### src/rtl/core/alarm_tone_sequencer_unit_defines.svh
// Assertion macros for the alarm tone sequencer.
// Each expects clk and rst_n in scope; checks are off while reset is held.
`ifndef ALARM_TONE_SEQUENCER_UNIT_DEFINES_SVH
`define ALARM_TONE_SEQUENCER_UNIT_DEFINES_SVH

// Same-cycle implication
`define ATS_ASSERT_IMP(label, ante, cons) \
  label: assert property (@(posedge clk) disable iff (!rst_n) (ante) |-> (cons)) \
    else $error("alarm tone sequencer check failed");

// Next-cycle implication
`define ATS_ASSERT_NXT(label, ante, cons) \
  label: assert property (@(posedge clk) disable iff (!rst_n) (ante) |=> (cons)) \
    else $error("alarm tone sequencer check failed");

`endif

### src/rtl/core/ats_pkg.sv
`default_nettype none
package ats_pkg;

  // Item kinds
  typedef enum logic [1:0] {
    KIND_SET    = 2'd0,
    KIND_CLEAR  = 2'd1,
    KIND_EXPIRE = 2'd2,
    KIND_HEARD  = 2'd3
  } kind_t;

  // Alarm levels
  localparam logic [1:0] LVL_NONE = 2'd0;
  localparam logic [1:0] LVL_LOW  = 2'd1;
  localparam logic [1:0] LVL_MED  = 2'd2;
  localparam logic [1:0] LVL_HIGH = 2'd3;

  // Pattern lengths
  localparam logic [4:0] LEN_LOW  = 5'd19;
  localparam logic [4:0] LEN_MED  = 5'd13;
  localparam logic [4:0] LEN_HIGH = 5'd23;

  // Tone periods, zero means silence
  localparam logic [7:0] NOTE_NONE = 8'h00;
  localparam logic [7:0] NOTE_A    = 8'h8D;
  localparam logic [7:0] NOTE_C    = 8'hEE;
  localparam logic [7:0] NOTE_E    = 8'hBD;
  localparam logic [7:0] NOTE_F    = 8'hB2;
  localparam logic [7:0] NOTE_UNUSED = 8'h80;

  // Register indexes
  localparam logic [2:0] REG_DUR_LONG   = 3'd0;
  localparam logic [2:0] REG_DUR_400    = 3'd1;
  localparam logic [2:0] REG_DUR_200    = 3'd2;
  localparam logic [2:0] REG_DUR_180    = 3'd3;
  localparam logic [2:0] REG_DUR_100    = 3'd4;
  localparam logic [2:0] REG_MISS_LIMIT = 3'd5;

  // Duration selectors
  typedef enum logic [2:0] {
    DUR_LONG = 3'd0,
    DUR_400  = 3'd1,
    DUR_200  = 3'd2,
    DUR_180  = 3'd3,
    DUR_100  = 3'd4
  } dur_sel_t;

  typedef struct packed {
    logic [1:0] kind;
    logic [1:0] alarm_level;
  } in_item_t;

  typedef struct packed {
    logic       tone_on;
    logic [7:0] tone_period;
    logic [7:0] timer_load;
    logic       timer_running;
    logic       fail_raise;
    logic       fail_clear;
    logic [4:0] step_index;
  } out_item_t;

  // Configuration register contents
  typedef struct packed {
    logic [7:0] dur_long;
    logic [7:0] dur_400;
    logic [7:0] dur_200;
    logic [7:0] dur_180;
    logic [7:0] dur_100;
    logic [1:0] miss_limit;
  } cfg_regs_t;

  // One pattern step
  typedef struct packed {
    logic [7:0] note;
    dur_sel_t   dur;
  } slot_t;

  // Step lookup result handed to the sequencer
  typedef struct packed {
    logic       active;
    logic       in_range;
    slot_t      slot;
    logic [4:0] step_next;
  } step_info_t;

  function automatic logic [4:0] pattern_len(input logic [1:0] lvl);
    logic [4:0] len;
    unique case (lvl)
      LVL_LOW:  len = LEN_LOW;
      LVL_MED:  len = LEN_MED;
      LVL_HIGH: len = LEN_HIGH;
      default:  len = 5'd0;
    endcase
    return len;
  endfunction

  // Fixed tone patterns; steps past a pattern's end read as a long silence
  function automatic slot_t pattern_slot(input logic [1:0] lvl, input logic [4:0] stp);
    slot_t s;
    s = '{note: NOTE_NONE, dur: DUR_LONG};
    unique case (lvl)
      LVL_LOW: begin
        unique case (stp)
          5'd0:    s = '{note: NOTE_E, dur: DUR_200};
          5'd1:    s = '{note: NOTE_NONE, dur: DUR_200};
          5'd2:    s = '{note: NOTE_C, dur: DUR_200};
          default: s = '{note: NOTE_NONE, dur: DUR_LONG};
        endcase
      end
      LVL_MED: begin
        unique case (stp)
          5'd0:       s = '{note: NOTE_C, dur: DUR_200};
          5'd1, 5'd3: s = '{note: NOTE_NONE, dur: DUR_200};
          5'd2:       s = '{note: NOTE_A, dur: DUR_200};
          5'd4:       s = '{note: NOTE_F, dur: DUR_200};
          default:    s = '{note: NOTE_NONE, dur: DUR_LONG};
        endcase
      end
      LVL_HIGH: begin
        unique case (stp)
          5'd0, 5'd10:  s = '{note: NOTE_C, dur: DUR_180};
          5'd2, 5'd6, 5'd12, 5'd16:
                        s = '{note: NOTE_A, dur: DUR_180};
          5'd4, 5'd8, 5'd14, 5'd18:
                        s = '{note: NOTE_F, dur: DUR_180};
          5'd1, 5'd3, 5'd7, 5'd11, 5'd13, 5'd17:
                        s = '{note: NOTE_NONE, dur: DUR_100};
          5'd5, 5'd15:  s = '{note: NOTE_NONE, dur: DUR_400};
          default:      s = '{note: NOTE_NONE, dur: DUR_LONG};
        endcase
      end
      default: s = '{note: NOTE_NONE, dur: DUR_LONG};
    endcase
    return s;
  endfunction

endpackage
`default_nettype wire

### src/rtl/core/ats_regs.sv
`default_nettype none
module ats_regs (
  input  wire logic              clk,
  input  wire logic              rst_n,
  input  wire logic              psel,
  input  wire logic              penable,
  input  wire logic              pwrite,
  input  wire logic [4:0]        paddr,
  input  wire logic [31:0]       pwdata,
  output logic [31:0]            prdata,
  output ats_pkg::cfg_regs_t     cfg
);

  ats_pkg::cfg_regs_t cfg_r;
  logic [2:0]         idx;
  logic               wr_en;

  assign idx   = paddr[4:2];
  assign wr_en = psel && penable && pwrite;
  assign cfg   = cfg_r;

  // Register writes on the access phase of a write transfer
  always_ff @(posedge clk) begin
    if (!rst_n) begin
      cfg_r.dur_long   <= 8'd255;
      cfg_r.dur_400    <= 8'd102;
      cfg_r.dur_200    <= 8'd51;
      cfg_r.dur_180    <= 8'd46;
      cfg_r.dur_100    <= 8'd26;
      cfg_r.miss_limit <= 2'd2;
    end else if (wr_en) begin
      unique case (idx)
        ats_pkg::REG_DUR_LONG:   cfg_r.dur_long   <= pwdata[7:0];
        ats_pkg::REG_DUR_400:    cfg_r.dur_400    <= pwdata[7:0];
        ats_pkg::REG_DUR_200:    cfg_r.dur_200    <= pwdata[7:0];
        ats_pkg::REG_DUR_180:    cfg_r.dur_180    <= pwdata[7:0];
        ats_pkg::REG_DUR_100:    cfg_r.dur_100    <= pwdata[7:0];
        ats_pkg::REG_MISS_LIMIT: cfg_r.miss_limit <= pwdata[1:0];
        default: ;
      endcase
    end
  end

  // Read mux
  always_comb begin
    unique case (idx)
      ats_pkg::REG_DUR_LONG:   prdata = {24'd0, cfg_r.dur_long};
      ats_pkg::REG_DUR_400:    prdata = {24'd0, cfg_r.dur_400};
      ats_pkg::REG_DUR_200:    prdata = {24'd0, cfg_r.dur_200};
      ats_pkg::REG_DUR_180:    prdata = {24'd0, cfg_r.dur_180};
      ats_pkg::REG_DUR_100:    prdata = {24'd0, cfg_r.dur_100};
      ats_pkg::REG_MISS_LIMIT: prdata = {30'd0, cfg_r.miss_limit};
      default:                 prdata = 32'd0;
    endcase
  end

endmodule
`default_nettype wire

### src/rtl/core/ats_pattern.sv
`default_nettype none
module ats_pattern (
  input  wire logic [1:0]        level,
  input  wire logic [4:0]        step,
  output ats_pkg::step_info_t    info
);

  logic [4:0] len;
  logic [5:0] step_inc;

  assign len      = ats_pkg::pattern_len(level);
  assign step_inc = {1'b0, step} + 6'd1;

  // Look up the step and work out the following one, wrapping at pattern end
  always_comb begin
    info.active   = (level != ats_pkg::LVL_NONE);
    info.in_range = (step < len);
    info.slot     = ats_pkg::pattern_slot(level, step);
    if (!info.in_range || (step_inc >= {1'b0, len})) begin
      info.step_next = 5'd0;
    end else begin
      info.step_next = step_inc[4:0];
    end
  end

endmodule
`default_nettype wire

### src/rtl/core/alarm_tone_sequencer_unit.sv
// Alarm tone sequencer: every accepted item (set level, clear, timer expired,
// tone heard) yields exactly one result, registered on its transfer.
// One item is taken per clock: the whole state update is a single
// combinational pass from the item and the held state into the output
// register, and a new item is taken whenever that register is empty or its
// result is being taken in the same cycle. Durations and the miss limit come
// from the register port and should only be written while no item is pending.
`default_nettype none
module alarm_tone_sequencer_unit (
  input  wire logic               clk,
  input  wire logic               rst_n,
  input  wire logic               in_valid,
  output logic                    in_ready,
  input  wire ats_pkg::in_item_t  in_data,
  output logic                    out_valid,
  input  wire logic               out_ready,
  output ats_pkg::out_item_t      out_data,
  input  wire logic               psel,
  input  wire logic               penable,
  input  wire logic               pwrite,
  input  wire logic [4:0]         paddr,
  input  wire logic [31:0]        pwdata,
  output logic [31:0]             prdata,
  output logic                    pready
);

`include "alarm_tone_sequencer_unit_defines.svh"

  ats_pkg::cfg_regs_t  cfg;
  ats_pkg::step_info_t info;
  ats_pkg::kind_t      kind;

  // Sequencer state
  logic [1:0] level_r, level_nxt;
  logic [4:0] step_r, step_nxt;
  logic       sounding_r, sounding_nxt;
  logic       heard_r, heard_nxt;
  logic [1:0] misses_r, misses_nxt;
  logic [7:0] tone_r, tone_nxt;

  // Output register
  logic               out_valid_r;
  ats_pkg::out_item_t out_data_r, out_data_nxt;

  logic       in_xfer;
  logic       run;
  logic [1:0] look_level;
  logic [4:0] look_step;
  logic [7:0] dur_val;

  ats_regs u_regs (
    .clk     (clk),
    .rst_n   (rst_n),
    .psel    (psel),
    .penable (penable),
    .pwrite  (pwrite),
    .paddr   (paddr),
    .pwdata  (pwdata),
    .prdata  (prdata),
    .cfg     (cfg)
  );

  // A set restarts the new level at step 0
  assign kind       = ats_pkg::kind_t'(in_data.kind);
  assign look_level = (kind == ats_pkg::KIND_SET) ? in_data.alarm_level : level_r;
  assign look_step  = (kind == ats_pkg::KIND_SET) ? 5'd0 : step_r;

  ats_pattern u_pattern (
    .level (look_level),
    .step  (look_step),
    .info  (info)
  );

  assign pready    = 1'b1;
  assign in_ready  = !out_valid_r || out_ready;
  assign in_xfer   = in_valid && in_ready;
  assign out_valid = out_valid_r;
  assign out_data  = out_data_r;

  // Duration select
  always_comb begin
    unique case (info.slot.dur)
      ats_pkg::DUR_LONG: dur_val = cfg.dur_long;
      ats_pkg::DUR_400:  dur_val = cfg.dur_400;
      ats_pkg::DUR_200:  dur_val = cfg.dur_200;
      ats_pkg::DUR_180:  dur_val = cfg.dur_180;
      ats_pkg::DUR_100:  dur_val = cfg.dur_100;
      default:           dur_val = cfg.dur_200;
    endcase
  end

  // Single-pass item processing
  always_comb begin
    level_nxt    = level_r;
    step_nxt     = step_r;
    sounding_nxt = sounding_r;
    heard_nxt    = heard_r;
    misses_nxt   = misses_r;
    tone_nxt     = tone_r;
    run          = 1'b0;
    out_data_nxt = '0;

    unique case (kind)
      ats_pkg::KIND_SET: begin
        level_nxt = in_data.alarm_level;
        step_nxt  = 5'd0;
        run       = 1'b1;
      end
      ats_pkg::KIND_CLEAR: begin
        level_nxt    = ats_pkg::LVL_NONE;
        sounding_nxt = 1'b0;
      end
      ats_pkg::KIND_EXPIRE: begin
        run = 1'b1;
        // Check the tone that just ended
        if (sounding_r) begin
          if (heard_r) begin
            out_data_nxt.fail_clear = 1'b1;
            misses_nxt              = 2'd0;
          end else if (misses_r >= cfg.miss_limit) begin
            out_data_nxt.fail_raise = 1'b1;
          end else begin
            misses_nxt = misses_r + 2'd1;
          end
        end
      end
      ats_pkg::KIND_HEARD: begin
        if (sounding_r) begin
          heard_nxt = 1'b1;
        end
      end
      default: ;
    endcase

    // Run the selected step
    if (run) begin
      sounding_nxt = 1'b0;
      if (info.active) begin
        out_data_nxt.timer_running = 1'b1;
        step_nxt                   = info.step_next;
        if (!info.in_range) begin
          out_data_nxt.timer_load = cfg.dur_200;
        end else begin
          out_data_nxt.timer_load = dur_val;
          if (info.slot.note != ats_pkg::NOTE_NONE) begin
            tone_nxt     = info.slot.note;
            sounding_nxt = 1'b1;
            heard_nxt    = 1'b0;
          end
        end
      end
    end

    out_data_nxt.tone_on     = sounding_nxt;
    out_data_nxt.tone_period = tone_nxt;
    out_data_nxt.step_index  = step_nxt;
  end

  // State and output register
  always_ff @(posedge clk) begin
    if (!rst_n) begin
      level_r     <= ats_pkg::LVL_NONE;
      step_r      <= 5'd0;
      sounding_r  <= 1'b0;
      heard_r     <= 1'b1;
      misses_r    <= 2'd0;
      tone_r      <= 8'd0;
      out_valid_r <= 1'b0;
    end else begin
      if (in_xfer) begin
        level_r    <= level_nxt;
        step_r     <= step_nxt;
        sounding_r <= sounding_nxt;
        heard_r    <= heard_nxt;
        misses_r   <= misses_nxt;
        tone_r     <= tone_nxt;
        out_valid_r <= 1'b1;
      end else if (out_ready) begin
        out_valid_r <= 1'b0;
      end
    end
  end

  always_ff @(posedge clk) begin
    if (in_xfer) begin
      out_data_r <= out_data_nxt;
    end
  end

  // Checks
  `ATS_ASSERT_IMP(a_pulse_excl, out_valid_r, !(out_data_r.fail_raise && out_data_r.fail_clear))
  `ATS_ASSERT_IMP(a_idle_load, out_valid_r && !out_data_r.timer_running,
                  out_data_r.timer_load == 8'd0)
  `ATS_ASSERT_IMP(a_tone_period, out_valid_r && out_data_r.tone_on,
                  out_data_r.tone_period != ats_pkg::NOTE_NONE)
  `ATS_ASSERT_IMP(a_step_range, 1'b1, step_r < ats_pkg::LEN_HIGH)
  `ATS_ASSERT_NXT(a_xfer_result, in_xfer, out_valid_r && (out_data_r.step_index == step_r))

endmodule
`default_nettype wire

### config.mk
export PLATFORM = sky130hd
export DESIGN_NAME = alarm_tone_sequencer_unit
export DESIGN_NICKNAME = d
export VERILOG_FILES = /design/src/rtl/core/ats_pkg.sv /design/src/rtl/core/ats_regs.sv /design/src/rtl/core/ats_pattern.sv /design/src/rtl/core/alarm_tone_sequencer_unit.sv
export VERILOG_INCLUDE_DIRS = /design/src /design/src/rtl/core
export SDC_FILE = /design/constraint.sdc
export NUM_CORES = 1
export LEC_CHECK = 0
export ABC_AREA = 1
export BUFFER_PORTS_ARGS = -buffer_cell sky130_fd_sc_hd__buf_2
export CAP_MARGIN = 20
export CORE_MARGIN = 2
export CORE_UTILIZATION = 45
export DETAILED_ROUTE_END_ITERATION = 8
export MAX_ROUTING_LAYER = met4
export PLACE_DENSITY = 0.68
export SKIP_CTS_REPAIR_TIMING = 1
export SLEW_MARGIN = 20
export SYNTH_ARGS = -nofsm -noshare
export SYNTH_HDL_FRONTEND = slang
export SYNTH_SLANG_ARGS = --single-unit
### constraint.sdc
create_clock -name clk -period 3.1 [get_ports clk]
set_clock_uncertainty 0.05 [all_clocks]
set_input_delay 0.31 -clock clk [delete_from_list [all_inputs] [get_ports clk]]
set_output_delay 0.31 -clock clk [all_outputs]
set_load 0.01 [all_outputs]
* Word-level counts from Yosys, hierarchy flattened *
Memory sizes are Yosys's and may differ from the RTL's.
Cells that the tools add are included.

word-level totals
  word-level logic and storage cells = 111
  memories = 1
  bits in read-only memories = 352
  bits of input ports = 48
  output and inout port bits = 60
  register bits after elaboration = 87

memory list
  memory            words  width  read ports  clocked after memory_dff  write ports  RTL line        text
  (name not given)  32     11     1           0                         0            ats_pkg.sv:121  unique case (stp)

operators by class
  bitwise gates (word level) = 2
  eq/ne operators = 19
  multiplexer cells = 36
  add/sub/neg operators = 2
  reduce and logical (&&, ||, !) cells = 28
  order comparisons = 3

operator list
  operator             count
  $pmux 11 s3          2
  $pmux 8 s6           1
  $pmux 11 s4          1
  $mux 8               5
  $pmux 8 s4           1
  $mux 5               4
  $reduce_and 2->1     9
  $mux 1               17
  $pmux 5 s3           1
  $eq 5x2->1 const B   2
  $eq 3x2->1 const B   3
  $eq 3x3->1 const B   3
  $eq 2x2->1 const B   4
  $reduce_bool 8->1    1
  $add 5x1->6 const B  1
  $eq 3x1->1 const B   2
  $ge 6x5->1           1
  $logic_not 3->1      2
  $mux 2               3
  $reduce_bool 2->1    3
  $eq 5x1->1 const B   1
  $eq 5x3->1 const B   1
  $logic_not 5->1      1
  $lt 5x5->1           1
  13 further kinds     20

* Logic depth before layout (Yosys ltp) *
Gate-level depths: netlist of run 1.

  word-level depth = 11
  gate-level depth with buffers = 17
  gate-level depth less buffers = 17

* Modules after synthesis *
From an unflattened synthesis of run 1, not the netlist that was laid out.

unflattened totals
  cells, all modules = 796
  area total of the unflattened synthesis = 5481.5 um^2

modules (own cells, without submodules)
  module                     times used  area each (um^2)  seq. area each (um^2)  cells an instance
  ats_regs                   1           2372.3            840.8                  354
  alarm_tone_sequencer_unit  1           2259.7            1151.1                 287
  ats_pattern                1           849.6             0.0                    155

* Least setup slack after synthesis of run 1 *
No wires, ideal clock.

  path type = register to register
  start = reg out_valid_r (netlist: out_valid)
  end = reg out_data_r (netlist bit out_data[0]), enable pin
  required time = 2.651 ns
  setup time = 0.399 ns
  path slack = 0.683 ns
  buffers on the path = 2
  arrival = 1.968 ns
  period minus slack after synthesis = 2.417 ns
  cell stages (with the launch flop) = 6
  cells stage by stage = dfxtp_1 > nand2_1 > nand2_1 > inv_1 > clkbuf_1 > clkbuf_1

on the way
  longest elaborated chain between the ends = 3

RTL lines
  element                 RTL line                          text
  from (decl)             alarm_tone_sequencer_unit.sv:42   logic out_valid_r;
  from (signal assigned)  alarm_tone_sequencer_unit.sv:168  out_valid_r <= 1'b0;
  from (signal assigned)  alarm_tone_sequencer_unit.sv:177  out_valid_r <= 1'b1;
  from (signal assigned)  alarm_tone_sequencer_unit.sv:179  out_valid_r <= 1'b0;
  $logic_not 1->1         alarm_tone_sequencer_unit.sv:75   assign in_ready = !out_valid_r || out_ready;
  $logic_or 1x1->1        alarm_tone_sequencer_unit.sv:75
  net in_ready            alarm_tone_sequencer_unit.sv:13   output logic in_ready,
  $logic_and 1x1->1       alarm_tone_sequencer_unit.sv:76   assign in_xfer = in_valid && in_ready;
  net in_xfer             alarm_tone_sequencer_unit.sv:45   logic in_xfer;
  to (signal assigned)    alarm_tone_sequencer_unit.sv:186  out_data_r <= out_data_nxt;
  to (decl)               alarm_tone_sequencer_unit.sv:43   ats_pkg::out_item_t out_data_r, out_data_nxt;

The timed path passes the listed nets, and every way through them passes these cells.
A chain may end at the register's enable or synchronous reset.

* Worst setup path in the final report of run 1 *
  start = reg step_r[0]
  end = reg step_r[3]

on the way
  longest elaborated chain between the ends = 7
  elaborated cells between the ends (all ways) = 9
  classes of those cells = add/sub (1); order compare (2); mux (4); reduce/logical (2)

RTL lines
  element                                        RTL line                              text
  from (decl)                                    alarm_tone_sequencer_unit.sv:35       logic [4:0] step_r, step_nxt;
  from (signal assigned)                         alarm_tone_sequencer_unit.sv:172      step_r <= step_nxt;
  $mux 5 *                                       alarm_tone_sequencer_unit.sv:66       assign look_step = (kind == ats_pkg::KIND_SET) ? 5'd0 : step_r;
  $add 5x1->6 or $lt 5x5->1 (tied branches)      ats_pattern.sv:12, ats_pattern.sv:17
  $ge 6x5->1 or $logic_not 1->1 (tied branches)  ats_pattern.sv:19                     if (!info.in_range || (step_inc >= {1'b0, len})) begin
  $logic_or 1x1->1                               ats_pattern.sv:19
  $mux 5 *                                       ats_pattern.sv:19
  $mux 5 *                                       alarm_tone_sequencer_unit.sv:138      if (info.active) begin
  $mux 5 *                                       alarm_tone_sequencer_unit.sv:136      if (run) begin

Mark *: on every way between the ends. The rest lies on a longest branch, timed or not.

==> impl_results.md, run 1 <==
* Power Dens Cells at 465.4 mW/mm2
* H-tree depth at 3
* Max-slew violations at 0
* Min-delay src: pwdata[6]
* Nets at 821
* 1st-iter DRT viols at 310
* Global Route Usage Sum at 25.02%
* GRT busiest layer: met2
* Drt via density at 5.259
* Grt met2 use at 39.38%
* Post-synth EDFFs at 25
* Top_reg_cell synth: dfxtp_1
* Tot Pwr at 2559 uW
* Worst vdd ir at 213.1 uV
* Min Tclk post-route at 2.646 ns
* CP Data Arrival Time at 2.92 ns
* DR vias at 4780
* Crit share post-route at 85.35%
* Comb power frac at 20.0%
* Met1 global-route usage at 31.89%
* Net Sw Power at 797.2 uW
* TritonRoute pass-1 iters at 5
* Most frequent cells in the layout: 178 x nand2_1, 88 x nor2_1, 75 x inv_1
* Synth area leaders: dfxtp_1 25%, edfxtp_1 15%, nand2_1 14%
* CTS Buf Count at 9
* Core area at 0.01075 mm2
* FP Rows at 38
* Reg clk slew, reported paths at 0.09 ns
* Vias in the first global route at 4429
* Die width at 108.5 um
* Flop-to-flop setup slack at 0.45 ns
* Fillers at 1079
* Seq/Total Area, Yosys at 40.55%
* Die ar. at 0.01177 mm2
* Startpoint Class: register
* Yosys top cell by area: dfxtp_1
* Actual slew at the worst max-slew pin at 0.7924 ns
* Antenna violations before repair at 0
* Clk pwr share at 31.5%
* Yosys warning total at 0
* Leak at 0.002687 uW
* Reg-to-Reg Start: step_r[0]
* CP endpoint kind: register
* Sequential Power Share at 48.6%
* Slew headroom at 47.11%
* Final WL at 13620 um
* CTS tree: built
* DRC at 0
* Final hold vios at 0
* WHS Endpoint: u_regs.cfg[32]
* Antenna cells at 0
* Syn_area_per_cell at 6.997 um2
* Area share of the largest cell type after synthesis at 25.27%
* P&R area growth vs syn at 11.92%
* Final setup vio count at 0
* R2r endpoint: step_r[3]
* Area of the multi-input gates at 0.002439 mm2
* Number of port buffers at 56
* First-pass GRT wire length at 21980 um
* Hold path cells at 3
* Int Pwr at 1762 uW
* CP required at 3.37 ns
* Sequential Area at 0.001992 mm2
* Gate Count Post-Synth at 702
* Hpwl dp at 9653 um
* CTS Buffer Depth at 2
* Critical path class: reg2reg
* Antenna Nets Post-Route at 0
* Mapped Area at 0.004912 mm2
* Max Fclk at 378.0 MHz
* Fraction of registers with async set/reset at 0%
* Die Ht at 108.5 um
* Critical Path Fanout Max at 8
* Share of layout cells above drive strength 1 at 14.43%
* Post-synth cell types at 38
* Root buffer cell: clkbuf_8
* # clock sinks at 87
* Initial Utilization at 45.71%
* Worst skew pair latency at 0.38 ns
* Status: complete, no violations
* Largest net degree at the start of global routing at 43
* Max-Cap Viols at 0
* RSZ-0062 raised after global routing: no
* IO Count at 108
* Reg2reg path depth at 15
* Met3 usage at 4.039%
* GR Overflow Total at 0
* Most frequent standard cell in the layout excluding fill and tap cells: nand2_1
* GP Congestion at 0.9124
* #FFs+latches synth at 87
* WL/cell at 14.99 um
* Setup TNS at 0 ns
* Sw frac at 31.15%
* Min-delay worst type: in2reg
==> logic make-up (layout without fill, tap and decap cells) <==
group	after synthesis	in the layout	synth area share, %
buffers and inverters	123	167	11.69
and+or+nand+nor	371	371	32.40
adders and majority gates	9	9	2.292
DFF	87	87	40.55
AOI/OAI and AO/OA	110	110	12.91
other	2	25	0.1529
==> metrics by stage <==
step | hold slack [ns] | std cells | utilization (%) | area (um2) | setup slack [ns]
2_1_floorplan | 0.3732 | 725 | - | 4999 | 0.6833
3_3_place_gp | 0.3988 | 893 | 49.30 | 5298 | 0.1316
3_5_place_dp | 0.4054 | 893 | 49.30 | 5298 | 0.1204
4_1_cts | 0.1193 | 909 | 51.11 | 5492 | 0.2687
5_1_grt | 0.1541 | 909 | 51.16 | 5498 | 0.1293
6_report | 0.1385 | 909 | 51.16 | 5498 | 0.4543
==> metal layers <==
metal	vias to the layer above	share of wire [%]	wire length (um)
met3	26	6.1	828
li1	2384	-	-
met5	-	0	0
met2	165	47	6398
met1	2205	44	6016
met4	0	2.8	380
==> cell usage after synthesis, drive strengths merged, types with 2 or more instances <==
| master | number |
|---|---|
| clkbuf | 13 |
| a221o | 2 |
| a21oi | 32 |
| nor2 | 96 |
| a221oi | 2 |
| buf | 28 |
| o2111ai | 2 |
| inv | 81 |
| o211ai | 5 |
| nor3 | 7 |
| nand2 | 183 |
| o21ai | 55 |
| nand3 | 67 |
| nand4 | 17 |
| a22oi | 6 |
| ha | 9 |
| dfxtp | 62 |
| edfxtp | 25 |
| conb | 2 |
==> worst max-delay path, cell delays in order (launching register included) <==
cell and delay (ns):
dfxtp_1 0.40, inv_1 0.12, nor2_2 0.32, nand3_1 0.19
nor2_1 0.16, inv_1 0.07, nand2_1 0.06, inv_1 0.05
ha_1 0.30, a21oi_1 0.14, o211ai_1 0.11, a21oi_2 0.23
nand4_1 0.17, nand3_1 0.13, nand2_1 0.05, inv_1 0.05
==> power by group through the flow <==
| stage | logic [uW] | registers [uW] | clock network, uW |
|---|---|---|---|
| finish | 511 | 1240 | 805 |
| global route | 572 | 1250 | 882 |
| CTS | 504 | 1240 | 830 |
| detailed placement | 501 | 1270 | 0 |
| global placement | 494 | 1270 | 0 |
| floorplan | 352 | 1280 | 0 |
==> worst max-delay path by stage <==
stage	endpoint	depth (start not counted)	startpoint
2_1_floorplan	out_data[0]	5	out_valid
3_3_place_gp	out_data[11]	15	in_data[2]
3_5_place_dp	out_data[9]	15	in_data[2]
4_1_cts	out_data[15]	12	step_r[0]
5_1_grt	step_r[3]	15	step_r[0]
6_report	step_r[3]	15	step_r[0]
==> state kept, by name (all words and copies together) (netlist names) <==
signal and flops:
heard_r 1, level_r 2, misses_r 2, out_data 25, out_valid 1, sounding_r 1
step_r 5, tone_r 8, u_regs.cfg 42
==> cell type report <==
class	instances	area share, %
Multi-Input combinational cell	515	44.36
Sequential cell	87	36.23
Timing Repair Buffer	69	7.101
Inverter	82	5.599
Tap cell	140	3.186
Clock buffer	10	2.321
Clock inverter	6	1.206
Power figures use the tool's default switching activity.
==> inputs of run 2 (changes only) <==
Settings changed: PLACE_DENSITY 0.68 to 0.7.
==> run 2 against run 1 <==
Fmax shrank 5.1%. Cell count grew 0.33%. Worst setup slack lost 0.14 ns. Die area is the same. Wire length shrank 2.9%. Combinational power shrank 1%. Highest routed layer unchanged.
==> impl_results.md, run 2 (synthesis gave the netlist of run 1 again) <==
* WL/cell at 14.51 um
* DR vias at 4804
* Worst skew pair latency at 0.37 ns
* RSZ-0062 raised after global routing: no
* Power Dens Cells at 467.3 mW/mm2
* Leak at 0.002703 uW
* Place WS at 0.09368 ns
* Reg clk slew, reported paths at 0.09 ns
* DRC at 0
* Antenna cells at 0
* P&R area growth vs syn at 12.48%
* Largest net degree at the start of global routing at 43
* Nets at 824
* Status: complete, no violations
* Max Fclk at 358.9 MHz
* CP endpoint kind: register
* FP Rows at 38
* 1st-iter DRT viols at 355
* Min Tclk post-route at 2.787 ns
* TritonRoute pass-1 iters at 5
* Comb power frac at 19.6%
* Most frequent cells in the layout: 178 x nand2_1, 88 x nor2_1, 75 x inv_1
* Die ar. at 0.01177 mm2
* Clk pwr share at 32.3%
* Critical Path Fanout Max at 8
* Vias in the first global route at 4412
* Core area at 0.01075 mm2
* Startpoint Class: register
* Final WL at 13230 um
* CP Data Arrival Time at 3.05 ns
* Worst vdd ir at 196.0 uV
* CTS Buffer Depth at 2
* Final hold vios at 0
* Number of port buffers at 56
* Hpwl dp at 9552 um
* Antenna Nets Post-Route at 0
* Actual slew at the worst max-slew pin at 0.8205 ns
* Slew headroom at 45.24%
* Crit share post-route at 89.89%
* Max FFs per register at 42
* IO Count at 108
* Global Route Usage Sum at 24.03%
* Int Pwr at 1764 uW
* GR Overflow Total at 0
* Sw frac at 31.67%
* First-pass GRT wire length at 21220 um
* Share of layout cells above drive strength 1 at 14.77%
* CTS Buf Count at 9
* Max-slew violations at 0
* H-tree depth at 3
* Min-delay worst type: in2reg
* Drt via density at 5.268
* GP Congestion at 0.9264
* CTS tree: built
* Die Ht at 108.5 um
* PnR worst setup slack at 0.3134 ns
* Final setup vio count at 0
* Critical path class: reg2reg
* Antenna violations before repair at 0
* # clock sinks at 87
* Max-Cap Viols at 0
* Die width at 108.5 um
* Sequential Power Share at 48.1%
* Net Sw Power at 817.8 uW
* Most frequent standard cell in the layout excluding fill and tap cells: nand2_1
* Root buffer cell: clkbuf_8
* Initial Utilization at 45.71%
* CP required at 3.36 ns
* Setup TNS at 0 ns
==> run 2: cell types whose count changed in the layout (fill, tap and decap cells not counted), sizes merged <==
| cell | delta |
|---|---|
| buf | +3 |
| clkinv | -1 |
| clkbuf | -1 |
| inv | +1 |
| clkinvlp | +1 |
==> run 2: final timing paths <==
path                   from             end  slack (ns)  cells after the start
setup reg to reg  step_r[0]       step_r[3]        0.31                     15
hold / removal    pwdata[6]  u_regs.cfg[32]        0.15                      3
setup / recovery  step_r[0]       step_r[3]        0.31                     15
hold reg to reg   tone_r[7]       tone_r[7]        0.42                      2
==> run 2: worst max-delay path, stage by stage (launching register included) <==
cell and delay (ns):
dfxtp_1 0.39, inv_1 0.11, nor2_2 0.31, nand3_1 0.18, nor2_1 0.16, inv_1 0.07, nand2_1 0.06, inv_1 0.05
ha_1 0.30, a21oi_1 0.15, o211ai_1 0.10, a21oi_1 0.35, nand4_1 0.21, nand3_1 0.13, nand2_1 0.05, inv_1 0.05
==> run 2: through the flow <==
step,power [uW],std cells,cell area (um2),utilization (%),hold slack (ns)
floorplan,1632,725,4999,-,0.3732
global placement,1756,896,5320,49.51,0.3993
detailed placement,1767,896,5320,49.51,0.4054
CTS,2592,912,5523,51.40,0.1352
global route,2712,912,5525,51.42,0.1583
finish,2582,912,5525,51.42,0.1470
==> run 2: final cells by class <==
class | count | area, um2
Fill cell | 1103 | 5220
Multi-Input combinational cell | 515 | 2435
Sequential cell | 87 | 1992
Timing Repair Buffer | 72 | 412.9
Inverter | 82 | 307.8
Tap cell | 140 | 175.2
Clock buffer | 9 | 123.9
Clock inverter | 7 | 78.83
==> run 2: routing by layer <==
metal  routed length, um  global-route usage (%)  vias to the layer above
met5                   0                       -                        -
met4                 327                   10.99                        0
met3                 946                   3.074                       32
met2                6079                   37.05                      181
met1                5880                   31.46                     2198
li1                    -                       -                     2393
==> run 2: power by group through the flow <==
stage | Combinational, uW | Sequential (uW) | Clock (uW)
2_1_floorplan | 352 | 1280 | 0
3_3_place_gp | 489 | 1270 | 0
3_5_place_dp | 499 | 1270 | 0
4_1_cts | 501 | 1240 | 849
5_1_grt | 566 | 1250 | 899
6_report | 505 | 1240 | 835
